===== config.mk =====
export PLATFORM = sky130hd
export DESIGN_NAME = ost_cell
export DESIGN_NICKNAME = d
export VERILOG_FILES = /design/src/rtl/ost_pkg.sv /design/src/rtl/ost_cell.sv
export SDC_FILE = /design/constraint.sdc
export NUM_CORES = 1
export LEC_CHECK = 0
export ABC_CLOCK_PERIOD_IN_PS = 2000
export CORE_UTILIZATION = 30
export DETAILED_ROUTE_END_ITERATION = 12
export DONT_BUFFER_PORTS = 1
export SLEW_MARGIN = 20
export SYNTH_ARGS = -nofsm -noshare
export SYNTH_HDL_FRONTEND = slang
export SYNTH_SLANG_ARGS = --single-unit

===== constraint.sdc =====
create_clock -name i_clk -period 2 [get_ports i_clk]
set_input_delay 0.1 -clock i_clk [delete_from_list [all_inputs] [get_ports i_clk]]
set_output_delay 0.1 -clock i_clk [all_outputs]
set_load 0.01 [all_outputs]

===== src/rtl/ost_pkg.sv =====
// ----------------------------------------------------------------------------
// ost_pkg
// Shared types and constants of the order statistic set: field widths,
// operation and status codes, sequencer states and the cell control word.
// ----------------------------------------------------------------------------
`default_nettype none

package ost_pkg;

    localparam int OP_W    = 2;
    localparam int FIELD_W = 32;
    localparam int IDX_W   = 7;
    localparam int ST_W    = 2;

    typedef enum logic [OP_W-1:0] {
        OP_INSERT = 2'd0,
        OP_DELETE = 2'd1,
        OP_SELECT = 2'd2,
        OP_RANK   = 2'd3
    } t_op;

    typedef enum logic [ST_W-1:0] {
        ST_OK        = 2'd0,
        ST_NOT_FOUND = 2'd1,
        ST_FULL      = 2'd2
    } t_status;

    typedef enum logic {
        S_IDLE   = 1'b0,
        S_UPDATE = 1'b1
    } t_state;

    typedef struct packed {
        logic load;
        logic shift_in;
        logic shift_out;
    } t_cell_ctrl;

endpackage

`default_nettype wire


===== src/rtl/ost_cell.sv =====
// ----------------------------------------------------------------------------
// ost_cell
// One slot of the sorted chain. It holds one value, registers whether that
// value lies below the operand and equals it, and on update keeps its value,
// takes the operand, or takes the value of its left or right neighbor.
// ----------------------------------------------------------------------------
`default_nettype none

module ost_cell #(
    parameter int VALUE_WIDTH = 32
) (
    input  wire logic                   i_clk,
    input  wire ost_pkg::t_cell_ctrl    i_ctrl,
    input  wire logic                   i_live,
    input  wire logic [VALUE_WIDTH-1:0] i_key,
    input  wire logic [VALUE_WIDTH-1:0] i_new,
    input  wire logic                   i_left_below,
    input  wire logic [VALUE_WIDTH-1:0] i_left_val,
    input  wire logic [VALUE_WIDTH-1:0] i_right_val,
    output logic [VALUE_WIDTH-1:0]      o_val,
    output logic                        o_below,
    output logic                        o_hit
);
    import ost_pkg::*;

    logic [VALUE_WIDTH-1:0] r_val;
    logic [VALUE_WIDTH-1:0] n_val;
    logic                   r_below;
    logic                   r_eq;
    logic                   bnd;

    assign bnd = !r_below && i_left_below;

    always_comb begin
        n_val = r_val;
        if (i_ctrl.shift_in && !r_below) begin
            n_val = bnd ? i_new : i_left_val;
        end else if (i_ctrl.shift_out && !r_below) begin
            n_val = i_right_val;
        end
    end

    always_ff @(posedge i_clk) begin
        r_val <= n_val;
        if (i_ctrl.load) begin
            r_below <= i_live && ($signed(r_val) < $signed(i_key));
            r_eq    <= (r_val == i_key);
        end
    end

    assign o_val   = r_val;
    assign o_below = r_below;
    assign o_hit   = bnd && i_live && r_eq;

endmodule

`default_nettype wire


Word level (Yosys, flattened, before mapping)
Cells that the tools add are included.
Operators by class
  eq/ne operators: 1
  multiplexer cells: 3
  reductions and logical operators: 8
  $lt $le $gt $ge: 1
Operators with widths (number)
  $mux W32: 3
  $eq A32 B32 Y1: 1
  $lt A32 B32 Y1: 1
  $logic_and A1 B1 Y1: 6
  $reduce_bool A2 Y1: 1
  $logic_not A1 Y1: 1
Storage, ports and cells
  word-level logic and storage cells: 16
  register bits after elaboration: 34
  input bits: 134
  output and inout bits: 34

Longest topological paths before layout
  depth in word-level cells: 4
  depth in mapped cells: 8
  mapped depth without buffers: 8

Worst setup path before layout
No wires, ideal clock.
  kind: reg2reg
  from: register r_val[14], in the netlist o_val[14]
  to: register r_below, in the netlist o_below, data pin
  period minus slack after synthesis: 2.287 ns
  path slack: -0.287 ns
  path buffers: 0
  setup time: 0.255 ns
  arrival: 2.032 ns
  required time: 1.745 ns
  stages on the path, launching flop included: 8
  cells stage by stage: edfxtp_1 > ha_1 > a21oi_2 > nand2_1 > a221o_1 > o31a_1 > or3_1 > and3_1
On the way
  longest elaborated chain between the ends: 2
RTL lines
  start, declared: RTL line ost_cell.sv:26  | logic [VALUE_WIDTH-1:0] r_val;
  start signal, assigned: RTL line ost_cell.sv:44  | r_val <= n_val;
  $lt A32 B32 Y1: RTL line ost_cell.sv:46  | r_below <= i_live && ($signed(r_val) < $signed(i_key));
  $logic_and A1 B1 Y1: RTL line ost_cell.sv:46
  end signal, assigned: RTL line ost_cell.sv:46
  end, declared: RTL line ost_cell.sv:28  | logic r_below;
No other way between the ends.
A chain may end at the register's enable or synchronous reset.

Final worst setup path
  from: register r_val[15], in the netlist o_val[15]
  to: register r_below, in the netlist o_below, data pin
The elaborated chain is that of the path after synthesis.

==> metrics <==
Hold Path Stages 2; PortBufs 0; ys flop type edfxtp_1; Seq/Total Area, Yosys 40.64%; Max Slew Vio Count 0; drt pass-1 iters 4; Post-synth EDFFs 34; synthesized instance count 258; vias in the first global route 2094; Distinct cells, synth 28; Syn Std Cell Area 2512 um^2; critical path endpoint category register; WS Path Type reg -> reg; total track usage 14.13%; setup violators final 1; worst reg-to-reg path cell count 7; pin count of the biggest net entering global routing 35; leakage 1.579 nW; Die H 93.52 um; final hold vios 0; Design Area, Final 3296 um^2; post-synth top area cell edfxtp_1; Post-Place Cell Area 3019 um^2; Final WS setup -0.2813 ns; final-stage net count 490; num rows 33; CP Launch Type register; Max stage delay on crit path 0.40 ns; Synth top area share 40.64%; CTS Buf Count 5; hpwl dp 4955 um; starting density of the core 30.73%; DRC 0; Net Count, Synth 424; post-route ant nets 0; sequential cell area 1021 um^2; status finished with violations; Clock Skews 0.006187 ns; Max-Cap Viols 0; Die X-Extent 93.52 um; critical path, cell by cell ha_1, nand4_1, nor2_1, a221o_1, o31a_1, or3_1, and3_1; RSZ-0062 raised after global routing yes; CP max stage cell edfxtp_1; Period Utilization, post-route 114.1%; routed wire length 6281 um; Peak supply drop 0.2019 mV; hold crit path type in -> reg; measured slew at the worst slew-check pin 0.4422 ns; multi-input logic area 1386 um^2; core area 8175 um^2; synth top area cells edfxtp_1 (41%), ha_1 (16%), mux2i_1 (13%); Cell Pwr Density 634.5 nW/um^2; # H-tree levels 2; violated checks negative setup slack; WP data arrival 2.33 ns; antenna diode count 0; GPL Wtd Cong 0.7219; WP data required 2.05 ns; GR Overflow Total 0; Max Freq 438.3 MHz; clock latency at the later pin of the worst-skew pair 0.29 ns; Synth Register Bits 34; number of buffers on the longest clock path 2; leading cell types by count after synthesis nand2_1 (39), o21ai_0 (36), edfxtp_1 (34); layout cells sized above 1 22.46%; Power, Total 2.091 mW; clk slew on worst S/H paths 0.08 ns; Starting DRT DRC Count 50; vias per cell 4.916; CTS tree built; Async SR Flop Fraction 0%; wire per inst 14.61 um; crit path time final 2.281 ns; top-count cell post-synth nand2_1; Slew headroom 70.52%; die area 8745 um^2; initial antenna violation count 0; first-pass GRT wire length 9473 um; Ports 168; CTS Sinks 34; Mean Syn Cell Area 9.738 um^2; Root Driver clkbuf_8; Crit Path Max Fanout 3; routed vias 2114; Syn. warnings 0; fill count 826; synthesis-to-finish area growth 31.18%
## sequential cells by signal, indices dropped and copies added, names as in the netlist
signal and flops:
o_val 32, o_below 1, r_eq 1
## kinds of logic (layout without fill, tap and decap cells)
| group | Yosys count | after routing | synth area share [%] |
|---|---|---|---|
| buffers and inverters | 43 | 110 | 6.574 |
| adder cells (fa/ha/maj) | 32 | 32 | 15.94 |
| multiplexers | 32 | 32 | 12.75 |
| flip-flops | 34 | 34 | 40.64 |
| AO/OA/AOI/OAI | 56 | 56 | 13.00 |
| AND/OR/NAND/NOR | 61 | 61 | 11.11 |
## layer usage
metal	global-route usage (%)	vias up	wire length, um
met5	0	-	0
met4	5.385	0	117
met3	2.764	6	431
met2	25.80	103	3134
met1	16.13	952	2597
li1	-	1053	-
## metrics by stage
stage	cells	hold slack, ns	TNS [ns]	setup WS (ns)	utilization, %
after floorplan	258	0.2125	-0.2436	-0.2436	-
final	430	0.006666	-0.2813	-0.2813	40.31
after global placement	405	0.2129	-0.3470	-0.3470	36.93
after global routing	430	0.006683	-0.3593	-0.3593	40.31
after CTS	430	0.0003417	-0.2713	-0.2713	40.08
after detailed placement	405	0.2129	-0.3530	-0.3530	36.93
## placed cells by master, fill, tap and decap left out, drive strengths merged, types with 2 or more instances in the layout
cell type and instances:
ha 32, buf 58, clkinv 2, nand3 3, a21o 4, mux2i 32
clkbuf 6, a221oi 2, inv 32, nand2 39, and4 3, edfxtp 34
dlygate4sd3 12, nand4 4, nor2 5, a221o 2, o21ai 36, a21oi 9
## report_power, final
group	leakage, nW	switching (mW)	total, mW	internal [mW]
Sequential	0.334	0.0494	0.943	0.893
Combinational	1.20	0.300	0.637	0.337
Clock	0.0426	0.271	0.511	0.240
Total	1.58	0.620	2.09	1.47
## final timing paths
kind | start | slack (ns) | end
max reg2reg | o_val[15]$_DFFE_PP_ | -0.28 | o_below$_DFFE_PP_
min reg2reg | o_val[2]$_DFFE_PP_ | 0.80 | r_eq$_DFFE_PP_
max | o_val[15]$_DFFE_PP_ | -0.28 | o_below$_DFFE_PP_
min | i_right_val[4] | 0.007 | o_val[4]$_DFFE_PP_
## cell type report
type	count	share of cell area (%)
well taps	105	3.986
clock buffers	6	2.202
repair buffers	70	16.86
inverters	32	3.645
flip-flops and latches	34	30.98
multi-input cells	181	42.07
clock inverters	2	0.2658
## worst max-delay path, delay by kind of cell, from the launching register on
kind | cells | cell delay [ns]
adder cells (fa/ha/maj) | 1 | 0.30
AND/OR/NAND/NOR | 4 | 0.73
AO/OA/AOI/OAI | 2 | 0.62
flip-flops | 1 | 0.40
## repair_timing
item                                    4_1_cts  5_1_grt
endpoints found under the hold margin        13        0
gates resized for setup                       2        3
hold buffers                                 12        0
buffers inserted                              5        0
endpoints found under the setup margin        1        1
pin swaps                                    10        0
(Power assumes the default switching activity.)
